## config.mk

```make
export PLATFORM = sky130hd
export DESIGN_NAME = roulette_wheel_selection
export DESIGN_NICKNAME = d
export VERILOG_FILES = /design/src/sv/rws_pkg.sv /design/src/sv/rws_cell.sv /design/src/sv/rws_head.sv /design/src/sv/roulette_wheel_selection.sv
export SDC_FILE = /design/constraint.sdc
export NUM_CORES = 2
export LEC_CHECK = 0
export ABC_AREA = 1
export BUFFER_PORTS_ARGS = -buffer_cell sky130_fd_sc_hd__buf_2
export CAP_MARGIN = 5
export CORE_MARGIN = 2
export CORE_UTILIZATION = 57
export CTS_CLUSTER_DIAMETER = 120
export CTS_CLUSTER_SIZE = 12
export DETAILED_ROUTE_END_ITERATION = 12
export GPL_TIMING_DRIVEN = 0
export PLACE_DENSITY_LB_ADDON = 0.15
export REMOVE_ABC_BUFFERS = 1
export SLEW_MARGIN = 30
export SYNTH_ARGS = -nofsm -noshare
export SYNTH_HDL_FRONTEND = slang
export SYNTH_SLANG_ARGS = --single-unit
```

## constraint.sdc

```tcl
create_clock -name clock -period 5.97 [get_ports clock]
set_input_delay 1.194 -clock clock [delete_from_list [all_inputs] [get_ports clock]]
set_output_delay 1.194 -clock clock [all_outputs]
set_load 0.03 [all_outputs]
```

## src/sv/rws_pkg.sv

```systemverilog
// Shared types and constants for the roulette wheel selection block.
// No dependencies; imported by every module of the block.
package rws_pkg;

   localparam int FITNESS_W = 16;
   localparam int INDEX_W   = 6;
   localparam int COUNT_W   = 7;
   localparam int RAND_W    = 16;

   localparam logic OP_WRITE = 1'b0;
   localparam logic OP_DRAW  = 1'b1;

   typedef enum logic [1:0] {
      ST_IDLE,
      ST_LOAD,
      ST_WALK,
      ST_FINISH
   } state_type;

   // Control from the sequencer to the head unit
   typedef struct packed {
      logic load;      // start of an item: latch threshold, clear accumulator
      logic walk;      // ring rotates one place this cycle
      logic is_draw;   // item is a draw
      logic wr_enable; // item is a write with an index inside the store
   } head_ctrl_type;

endpackage

```

## src/sv/rws_cell.sv

```systemverilog
// One cell of the fitness ring: holds one stored entry and passes it on.
// Depends on rws_pkg.
module rws_cell
   import rws_pkg::*;
(
   input  logic                 clock,
   input  logic                 reset,
   input  logic                 shift,
   input  logic [FITNESS_W-1:0] fit_next,
   output logic [FITNESS_W-1:0] fit_out
);

   logic [FITNESS_W-1:0] fit_ff, fit_in;

   always_comb begin
      fit_in = shift ? fit_next : fit_ff;
   end

   always_ff @(posedge clock) begin
      if (reset) begin
         fit_ff <= '0;
      end else begin
         fit_ff <= fit_in;
      end
   end

   assign fit_out = fit_ff;

endmodule

```

## src/sv/rws_head.sv

```systemverilog
// Head of the fitness ring: threshold multiply, running total, cumulative
// sum and compare, entry replacement. Depends on rws_pkg.
module rws_head
   import rws_pkg::*;
#(
   parameter int MAX_ENTRIES = 64,
   parameter int DRAW_BITS   = 16
) (
   input  logic                               clock,
   input  logic                               reset,
   input  head_ctrl_type                      ctrl,
   input  logic [$clog2(MAX_ENTRIES)-1:0]     step,
   input  logic [$clog2(MAX_ENTRIES+1)-1:0]   active_n,
   input  logic [$clog2(MAX_ENTRIES)-1:0]     wr_index,
   input  logic [FITNESS_W-1:0]               wr_value,
   input  logic [DRAW_BITS-1:0]               draw_r,
   input  logic [FITNESS_W-1:0]               head_value,
   output logic [FITNESS_W-1:0]               wrap_value,
   output logic [$clog2(MAX_ENTRIES)-1:0]     res_index,
   output logic                               res_past
);

   localparam int IDX_W   = $clog2(MAX_ENTRIES);
   localparam int CNT_W   = $clog2(MAX_ENTRIES + 1);
   localparam int TOTAL_W = FITNESS_W + IDX_W;
   localparam int THR_W   = TOTAL_W + DRAW_BITS;

   logic [TOTAL_W-1:0] total_ff, total_in;
   logic [TOTAL_W-1:0] cum_ff, cum_in;
   logic [THR_W-1:0]   thr_ff, thr_in;
   logic               found_ff, found_in;
   logic [IDX_W-1:0]   sel_ff, sel_in;

   logic               wr_hit;
   logic               active;
   logic [TOTAL_W-1:0] cum_sum;
   logic               reached;

   always_comb begin
      wr_hit  = ctrl.wr_enable && (step == wr_index);
      active  = CNT_W'(step) < active_n;
      cum_sum = cum_ff + TOTAL_W'(head_value);
      reached = {cum_sum, {DRAW_BITS{1'b0}}} >= thr_ff;
      // entry being written re-enters the ring with its new value
      wrap_value = wr_hit ? wr_value : head_value;
   end

   always_comb begin
      total_in = total_ff;
      cum_in   = cum_ff;
      thr_in   = thr_ff;
      found_in = found_ff;
      sel_in   = sel_ff;
      if (ctrl.load) begin
         thr_in   = THR_W'(draw_r * total_ff);
         cum_in   = '0;
         found_in = 1'b0;
         sel_in   = '0;
      end else if (ctrl.walk) begin
         if (wr_hit) begin
            total_in = total_ff - TOTAL_W'(head_value) + TOTAL_W'(wr_value);
         end
         if (ctrl.is_draw && active && !found_ff) begin
            cum_in = cum_sum;
            if (reached) begin
               found_in = 1'b1;
               sel_in   = step;
            end
         end
      end
   end

   always_ff @(posedge clock) begin
      if (reset) begin
         total_ff <= '0;
         found_ff <= 1'b0;
      end else begin
         total_ff <= total_in;
         found_ff <= found_in;
      end
      cum_ff <= cum_in;
      thr_ff <= thr_in;
      sel_ff <= sel_in;
   end

   always_comb begin
      if (total_ff == '0) begin
         res_index = '0;
         res_past  = 1'b0;
      end else if (found_ff) begin
         res_index = sel_ff;
         res_past  = 1'b0;
      end else begin
         res_index = IDX_W'(active_n - CNT_W'(1));
         res_past  = 1'b1;
      end
   end

endmodule

```

## src/sv/roulette_wheel_selection.sv

```systemverilog
// Roulette wheel selection: fitness table held in a rotating ring of cells.
// A draw is accepted in idle, then passes a threshold multiply state, one full ring
// rotation and a finish state, after which its result is registered; a write takes the
// same path. The next item is taken only back in idle, not while one is in flight;
// a result still held at finish stalls the block.
// Sync active-high reset clears table, total, output; entry_count resets to 1.
module roulette_wheel_selection
   import rws_pkg::*;
#(
   parameter int MAX_ENTRIES = 64,
   parameter int DRAW_BITS   = 16
) (
   input  logic                 clock,
   input  logic                 reset,
   // configuration write
   input  logic                 csr_valid,
   output logic                 csr_ready,
   input  logic [COUNT_W-1:0]   csr_entry_count,
   // input items
   input  logic                 req_valid,
   output logic                 req_ready,
   input  logic                 req_operation,
   input  logic [INDEX_W-1:0]   req_entry_index,
   input  logic [FITNESS_W-1:0] req_fitness_value,
   input  logic [RAND_W-1:0]    req_random_draw,
   // result items
   output logic                 rsp_valid,
   input  logic                 rsp_ready,
   output logic [INDEX_W-1:0]   rsp_selected_index,
   output logic                 rsp_ran_past_end
);

   localparam int IDX_W = $clog2(MAX_ENTRIES);
   localparam int CNT_W = $clog2(MAX_ENTRIES + 1);

   // ---------------------------------------------------------------------
   // Configuration: entry_count, clamped to 1..MAX_ENTRIES on use
   // ---------------------------------------------------------------------
   logic [COUNT_W-1:0] count_ff, count_in;
   logic [CNT_W-1:0]   active_n;

   assign csr_ready = 1'b1;

   always_comb begin
      count_in = (csr_valid && csr_ready) ? csr_entry_count : count_ff;
      if (count_ff == '0) begin
         active_n = CNT_W'(1);
      end else if (32'(count_ff) > 32'(MAX_ENTRIES)) begin
         active_n = CNT_W'(MAX_ENTRIES);
      end else begin
         active_n = CNT_W'(count_ff);
      end
   end

   always_ff @(posedge clock) begin
      if (reset) begin
         count_ff <= COUNT_W'(1);
      end else begin
         count_ff <= count_in;
      end
   end

   // ---------------------------------------------------------------------
   // Sequencer
   // ---------------------------------------------------------------------
   state_type state_ff, state_in;

   logic                 req_take;
   logic                 step_last;
   logic                 rsp_load;
   head_ctrl_type        ctrl;

   logic [IDX_W-1:0]     step_ff, step_in;
   logic                 op_ff, op_in;
   logic                 wr_ok_ff, wr_ok_in;
   logic [IDX_W-1:0]     wr_idx_ff, wr_idx_in;
   logic [FITNESS_W-1:0] wr_val_ff, wr_val_in;
   logic [DRAW_BITS-1:0] draw_ff, draw_in;

   assign req_take  = req_valid && req_ready;
   assign step_last = (step_ff == IDX_W'(MAX_ENTRIES - 1));

   // next state
   always_comb begin
      state_in = state_ff;
      case (state_ff)
         ST_IDLE: begin
            if (req_take) state_in = ST_LOAD;
         end
         ST_LOAD: begin
            state_in = ST_WALK;
         end
         ST_WALK: begin
            if (step_last) state_in = ST_FINISH;
         end
         ST_FINISH: begin
            // a draw waits here until the output register is free
            if (op_ff == OP_WRITE || !rsp_valid || rsp_ready) state_in = ST_IDLE;
         end
         default: begin
            state_in = ST_IDLE;
         end
      endcase
   end

   // outputs of the sequencer
   always_comb begin
      req_ready      = 1'b0;
      ctrl.load      = 1'b0;
      ctrl.walk      = 1'b0;
      ctrl.is_draw   = (op_ff == OP_DRAW);
      ctrl.wr_enable = (op_ff == OP_WRITE) && wr_ok_ff;
      rsp_load       = 1'b0;
      case (state_ff)
         ST_IDLE: begin
            req_ready = 1'b1;
         end
         ST_LOAD: begin
            ctrl.load = 1'b1;
         end
         ST_WALK: begin
            ctrl.walk = 1'b1;
         end
         ST_FINISH: begin
            rsp_load = (op_ff == OP_DRAW) && (!rsp_valid || rsp_ready);
         end
         default: begin
            req_ready = 1'b0;
         end
      endcase
   end

   // item capture and rotation step count
   always_comb begin
      op_in     = op_ff;
      wr_ok_in  = wr_ok_ff;
      wr_idx_in = wr_idx_ff;
      wr_val_in = wr_val_ff;
      draw_in   = draw_ff;
      step_in   = step_ff;
      if (req_take) begin
         op_in     = req_operation;
         wr_ok_in  = 32'(req_entry_index) < 32'(MAX_ENTRIES);
         wr_idx_in = IDX_W'(32'(req_entry_index));
         wr_val_in = req_fitness_value;
         // only the low DRAW_BITS bits of the draw count
         draw_in   = DRAW_BITS'(64'(req_random_draw));
      end
      if (ctrl.load) begin
         step_in = '0;
      end else if (ctrl.walk) begin
         step_in = step_ff + IDX_W'(1);
      end
   end

   always_ff @(posedge clock) begin
      if (reset) begin
         state_ff <= ST_IDLE;
         step_ff  <= '0;
      end else begin
         state_ff <= state_in;
         step_ff  <= step_in;
      end
      op_ff     <= op_in;
      wr_ok_ff  <= wr_ok_in;
      wr_idx_ff <= wr_idx_in;
      wr_val_ff <= wr_val_in;
      draw_ff   <= draw_in;
   end

   // ---------------------------------------------------------------------
   // Ring of cells: during a walk every cell takes its right neighbor's
   // entry, so entry k sits in cell 0 at step k; the head feeds the last
   // cell, and a full rotation brings every entry back to its own cell.
   // ---------------------------------------------------------------------
   logic [FITNESS_W-1:0] ring_val [MAX_ENTRIES];
   logic [FITNESS_W-1:0] wrap_value;

   for (genvar j = 0; j < MAX_ENTRIES; j++) begin : g_cell
      logic [FITNESS_W-1:0] fit_next;
      if (j == MAX_ENTRIES - 1) begin : g_tail
         assign fit_next = wrap_value;
      end else begin : g_body
         assign fit_next = ring_val[j+1];
      end
      rws_cell u_cell (
         .clock    (clock),
         .reset    (reset),
         .shift    (ctrl.walk),
         .fit_next (fit_next),
         .fit_out  (ring_val[j])
      );
   end

   logic [IDX_W-1:0] res_index;
   logic             res_past;

   rws_head #(
      .MAX_ENTRIES (MAX_ENTRIES),
      .DRAW_BITS   (DRAW_BITS)
   ) u_head (
      .clock      (clock),
      .reset      (reset),
      .ctrl       (ctrl),
      .step       (step_ff),
      .active_n   (active_n),
      .wr_index   (wr_idx_ff),
      .wr_value   (wr_val_ff),
      .draw_r     (draw_ff),
      .head_value (ring_val[0]),
      .wrap_value (wrap_value),
      .res_index  (res_index),
      .res_past   (res_past)
   );

   // ---------------------------------------------------------------------
   // Output register: holds a finished draw while the next item is taken
   // ---------------------------------------------------------------------
   logic               rsp_valid_ff, rsp_valid_in;
   logic [INDEX_W-1:0] rsp_index_ff, rsp_index_in;
   logic               rsp_past_ff, rsp_past_in;

   always_comb begin
      rsp_valid_in = rsp_valid_ff;
      rsp_index_in = rsp_index_ff;
      rsp_past_in  = rsp_past_ff;
      if (rsp_load) begin
         rsp_valid_in = 1'b1;
         rsp_index_in = INDEX_W'(32'(res_index));
         rsp_past_in  = res_past;
      end else if (rsp_ready) begin
         rsp_valid_in = 1'b0;
      end
   end

   always_ff @(posedge clock) begin
      if (reset) begin
         rsp_valid_ff <= 1'b0;
      end else begin
         rsp_valid_ff <= rsp_valid_in;
      end
      rsp_index_ff <= rsp_index_in;
      rsp_past_ff  <= rsp_past_in;
   end

   assign rsp_valid          = rsp_valid_ff;
   assign rsp_selected_index = rsp_index_ff;
   assign rsp_ran_past_end   = rsp_past_ff;

endmodule

```

**After elaboration in Yosys (flattened, before gate mapping)**

Index checks and enable logic that the tools add are counted.

- Register bits after elaboration: 1175
- Logic and storage cells: 132
- Output and inout port bits: 10

- Reductions and logical operators: 19
- Equality and inequality tests: 8
- Add/sub/neg operators: 5
- Mux-type cells: 15
- Bitwise operators: 2
- Multiply operators: 1
- $lt $le $gt $ge: 3

Operator list:

| operator | number |
|---|---|
| $add 22x16->22 | 2 |
| $ge 38x38->1 | 1 |
| $mul 16x22->38 | 1 |
| $logic_not 22->1 | 1 |
| $sub 22x16->22 | 1 |
| $mux 16 | 1 |
| $mux 7 | 2 |
| $reduce_and 3->1 | 3 |
| $pmux 2 s4 | 1 |
| $gt 7x7->1 const B | 1 |
| $logic_not 7->1 | 1 |
| $lt 6x7->1 | 1 |
| $mux 1 | 7 |
| $add 6x1->6 const B | 1 |
| $eq 6x6->1 | 1 |
| $eq 6x6->1 const B | 1 |
| $mux 2 | 3 |
| $mux 6 | 1 |
| $ne 2x2->1 const B | 3 |
| $sub 6x1->6 const B | 1 |
| $logic_and 1x1->1 | 5 |
| $eq 2x2->1 const B | 2 |
| $logic_or 1x1->1 | 3 |
| $eq 2x1->1 const B | 1 |
| 6 further kinds | 8 |

**Logic depth before layout (Yosys ltp)**

- Depth after elaboration: 7
- Gate-level depth with buffers: 28
- Mapped depth without buffers: 27

**Modules after synthesis**

A second synthesis with hierarchy kept.

- Cell total of the unflattened synthesis: 9428
- Area, all modules: 64835.9 sq um

By module, submodules not included:

| module | times used | cells each | seq. area each (sq um) | area an instance (sq um) |
|---|---|---|---|---|
| rws_cell | 64 | 101 | 320.3 | 670.6 |
| rws_head | 1 | 2802 | 2162.1 | 19722.7 |
| roulette_wheel_selection | 1 | 162 | 1701.6 | 2192.1 |

**Least setup slack after synthesis**

Ideal clock, no wire load.

- Kind: register to register
- Start: register u_head.total_ff[19]
- End: register u_head.thr_ff[26], data pin
- Stages on the path, launching flop included: 23
- Data required time: 5.711 ns
- Slack: 0.381 ns
- Arrival time: 5.331 ns
- Cells stage by stage: dfxtp_1 > clkbuf_1 > clkbuf_1 > nand2_1 > fa_1 > inv_1 > fa_1 > inv_1 > fa_1 > inv_1 > fa_1 > fa_1 > inv_1 > fa_1 > inv_1 > ha_1 > nand2_1 > inv_1 > a21boi_0 > o21ai_0 > a21oi_1 > nand2_1 > xor2_1

- Word-level cells in the longest chain between the ends: 1

RTL lines:

| item | RTL line | RTL |
|---|---|---|
| start, declared | rws_head.sv:28 | `logic [TOTAL_W-1:0] total_ff, total_in;` |
| start signal, assigned | rws_head.sv:78 | `total_ff <= total_in;` |
| $mul 16x22->38 | rws_head.sv:55 | `thr_in = THR_W'(draw_r * total_ff);` |
| end signal, assigned | rws_head.sv:82 | `thr_ff <= thr_in;` |
| end, declared | rws_head.sv:30 | `logic [THR_W-1:0] thr_ff, thr_in;` |

No other way between the ends.
A chain may end at the register's enable or synchronous reset.

**Worst setup path after layout**

- Start: register draw_ff[1]
- End: register u_head.thr_ff[25], data pin

- Word-level cells in the longest chain between the ends: 1

RTL lines:

| item | RTL line | RTL |
|---|---|---|
| start, declared | roulette_wheel_selection.sv:78 | `logic [DRAW_BITS-1:0] draw_ff, draw_in;` |
| start signal, assigned | roulette_wheel_selection.sv:168 | `draw_ff <= draw_in;` |
| $mul 16x22->38 | rws_head.sv:55 |  |

No other way between the ends.

==> impl_metrics.csv <==
group,metric,value,unit
clock_network,htreeDepth,3,
logic_synthesis,yosysWarnings,0,
power,cellPowerDensity,426,mW/mm^2
logic_synthesis,synthCells,7284,
critical_path,crit_chain,"buf_12, buf_6, nand2_1, fa_1, inv_1, fa_1, fa_1, fa_1, fa_1, inv_1, fa_1, inv_1, ha_2, nand2_1, nor2_1, inv_1, o21bai_1, a21oi_1, nand2_1, xor2_1",
detailed_routing,wire_per_inst,14.6,um
layout,antenna_cells,0,
detailed_routing,first_pass_iters,7,
critical_path,crit_cells,20,
global_routing,grt_max_degree,156,
critical_path,critPathKind,"reg2reg",
floorplanning,std_cell_rows,115,
logic_synthesis,synthMuxAreaShare,0,%
hold_path,worstHoldPathType,"reg2reg",
global_routing,overflow,0,
timing,hold_viol,0,
timing,tightest_slew,0.983,ns
place,place_area,0.0573,mm^2
detailed_routing,wirelength,123000,um
layout,final_cell_mix,"2172 x nor2_1, 1089 x o21ai_0, 1069 x dfxtp_1",
clock_network,cts_inserted_buffers,108,
timing,fin_worst_skew,0.0285,ns
detailed_routing,drt_iter0_markers,3964,
critical_path,arrival,6.27,ns
timing,period_minus_slack,5.75,ns
global_routing,grt_pass1_wl,207000,um
logic_synthesis,synth-xor-area-share,0.700,%
logic_synthesis,async_flop_share,0,%
layout,fill_cells,8729,
power,switchingPower,9.38,mW
timing,slew_violations,0,
layout,layout_commonest_cell,"nor2_1",
clock_network,ctsLongestPathBuffers,3,
clock_network,clk_latency,0.70,ns
critical_path,max_stage_delay,0.57,ns
logic_synthesis,synth_top_flop_cell,"dfxtp_1",
critical_path,cp_max_fo,12,
detailed_routing,final_antenna_net_count,0,
job,cap_violations,0,
timing,grt_setup_unrepaired,"yes",
global_routing,grt_pass1_vias,41600,
layout,fin_cells,8413,
critical_path,crit_slowest_cell,"fa_1",
logic_synthesis,synth_edf_count,84,
timing,setup_slack,0.222,ns
critical_path,crit_path_end,"u_head.thr_ff[25]",
critical_path,ff2ff_path_depth,20,
critical_path,cpMostUsedCell,"fa_1",
place,dp.cells,8227,
timing,setup_violations,0,
floorplanning,start_util,57.4,%
layout,final_cell_area,0.0610,mm^2
floorplanning,ios,61,
timing,finalCritPeriodShare,96.3,%
critical_path,r2r-start,"draw_ff[1]",
power,p_int,16.6,mW
power,p_seq_share,45.6,%
critical_path,rr_endpoint,"u_head.thr_ff[25]",
logic_synthesis,synth_fa_ha_area_share,14.6,%
floorplanning,die_y,318,um
layout,finalNetCount,7636,
logic_synthesis,synth.largest_area_cell,"dfxtp_1",
clock_network,clk_pin_slew,0.07,ns
layout,ff_latch_area,0.0244,mm^2
floorplanning,placeableCoreArea,0.0981,mm^2
power,leakage,30.3,nW
detailed_routing,vias_per_cell,5.25,
timing,fmax,0.174,GHz
logic_synthesis,syn_area,0.0563,mm^2
critical_path,cp-start-kind,"flop",
place,hpwl,77700,um
clock_network,cts_tree,"done",
place,pre_cts_ws,-0.462,ns
floorplanning,fp.dieArea,0.101,mm^2
place,globalplace.congestion,0.918,
timing,max_slew_margin,34.5,%
critical_path,crit_family,"adder cells",
critical_path,crit_buf_inv,6,
power,p_sw_share,36.1,%
global_routing,gr-usage-all-layers,24.2,%
detailed_routing,vias,44100,
critical_path,cp-startpoint,"draw_ff[1]",
clock_network,postCtsHoldBufs,0,
timing,hold_ws,0.452,ns
logic_synthesis,synth_area_leaders,"dfxtp_1 39%, nor2_1 15%, fa_1 10%, o21ai_0 9.7%, inv_1 5.0%",
power,vdd_ir_drop_max,0.394,mV
logic_synthesis,ys_ff_latch,1175,
critical_path,end_kind,"flop",
logic_synthesis,synthSimpleGateAreaFrac,21.1,%
logic_synthesis,yosysSeqAreaShare,43.3,%
floorplanning,die_w,318,um
power,p_comb_share,30.6,%
place,numPortBuffers,59,
detailed_routing,drt_drc_violations_left,0,
logic_synthesis,synth_top_family_by_area,"simple AND/OR/NAND/NOR gates",
logic_synthesis,syn_avg_cell_area,7.73,um^2
global_routing,antenna_found_initial,0,
layout,multiInputGateArea,0.0274,mm^2
layout,area_delta_synth_final,8.32,%
logic_synthesis,synth_compound_area_share,12.1,%
clock_network,root_buffer,"clkbuf_16",
logic_synthesis,synth.top_cell.area_share,38.8,%
layout,drive_gt1_share,5.00,%
outcome,status,"finished clean",
logic_synthesis,yosys.cell_types.count,48,
power,clockPowerShare,23.8,%
clock_network,cts_sinks,1175,
critical_path,r2r_slack,0.22,ns
critical_path,cp.required,6.49,ns
[synth_stat cells, types with 2 or more instances]
cell type / number
nor2_1: 2178
o21ai_0: 1096
dfxtp_1: 1091
inv_1: 754
nand2_1: 721
clkbuf_1: 303
fa_1: 295
ha_1: 185
a21oi_1: 159
buf_2: 119
nand3_1: 91
edfxtp_1: 84
xor2_1: 35
nand4_1: 27
nor3_1: 25
o211ai_2: 11
a21o_1: 10
o21bai_1: 10
xnor2_1: 10
o21ai_1: 9
buf_1: 7
nand2_2: 7
nand3b_1: 7
a21oi_2: 5
buf_6: 4
o211ai_1: 4
or2_2: 4
a21boi_0: 3
buf_4: 3
inv_2: 3
o21a_1: 3
a31oi_1: 2
nor3_2: 2
o21ai_2: 2
o221ai_1: 2
[worst min-delay path, cell delays in order, from the launching register on]
cell	delay [ns]
dfxtp_1	0.30
inv_1	0.06
a21oi_1	0.06
[registers in the layout, indices dropped and copies added, names as in the netlist]
register and cells:
u_head.total_ff 22, g_cell.u_cell.fit_out 1024, step_ff 6, u_head.sel_ff 6, wr_idx_ff 6, count_ff 7, rsp_valid 1, rsp_ran_past_end 1
rsp_selected_index 6, u_head.found_ff 1, draw_ff 16, wr_val_ff 16, u_head.cum_ff 22, u_head.thr_ff 38, state_ff 2, op_ff 1
[per-stage QoR]
stage	total power, mW	util (%)	setup TNS, ns
detailed placement	19.8	58.4	-7.66
floorplan	14.7	-	-
CTS	26.2	61.9	0
global route	28.1	62.2	-0.0338
finish	26.0	62.2	0
global placement	13.6	57.5	-
[power groups by stage]
stage | combinational, mW | sequential, mW | clock [mW]
after global routing | 9.27 | 12.2 | 6.67
after detailed placement | 7.68 | 12.1 | 0
after CTS | 8.01 | 11.9 | 6.36
after global placement | 3.70 | 9.94 | 0
final | 7.96 | 11.9 | 6.18
after floorplan | 4.12 | 10.5 | 0
[cell type report]
type / count / area share [%]
clock buffers: 125 / 4.64
clock inverters: 6 / 0.222
inverters: 759 / 4.70
multi-input cells: 4913 / 44.9
flip-flops and latches: 1175 / 40.0
well taps: 1287 / 2.64
repair buffers: 148 / 2.84
[worst min-delay path by stage]
stage                     slack, ns  cells past startpoint                            to                    startpoint
after CTS                      0.45                      2  g_cell[62].u_cell.fit_out[5]  g_cell[63].u_cell.fit_out[5]
after global routing           0.47                      2  g_cell[58].u_cell.fit_out[8]  g_cell[59].u_cell.fit_out[8]
final                          0.45                      2  g_cell[62].u_cell.fit_out[5]  g_cell[63].u_cell.fit_out[5]
after global placement         0.44                      2  g_cell[62].u_cell.fit_out[2]  g_cell[63].u_cell.fit_out[2]
after detailed placement       0.45                      2  g_cell[62].u_cell.fit_out[4]  g_cell[63].u_cell.fit_out[4]
after floorplan                0.44                      2  g_cell[62].u_cell.fit_out[0]  g_cell[63].u_cell.fit_out[0]
[repair_timing]
item                       CTS  global route
setup endpoints to repair   24            23
buffers inserted            40            15
cloned                       0             0
pin swaps                    0             1
gates resized for setup     27            48
[logic make-up (layout without fill, tap and decap cells)]
family / count (synthesis) / after routing
other: 1 / 1
xor gates and xnor gates: 45 / 45
DFF: 1175 / 1175
AOI/OAI and AO/OA: 1317 / 1317
buffers and inverters: 1196 / 1038
adders and majority gates: 480 / 480
and+or+nand+nor: 3070 / 3070
[per-layer routing]
layer	track usage [%]	part of all wire, %	up-vias
li1	-	-	22300
met1	35.1	48	20700
met2	37.3	43	972
met3	4.29	6.3	217
met4	6.81	2.4	0
met5	0	0	-
Power figures use the tool's default switching activity.
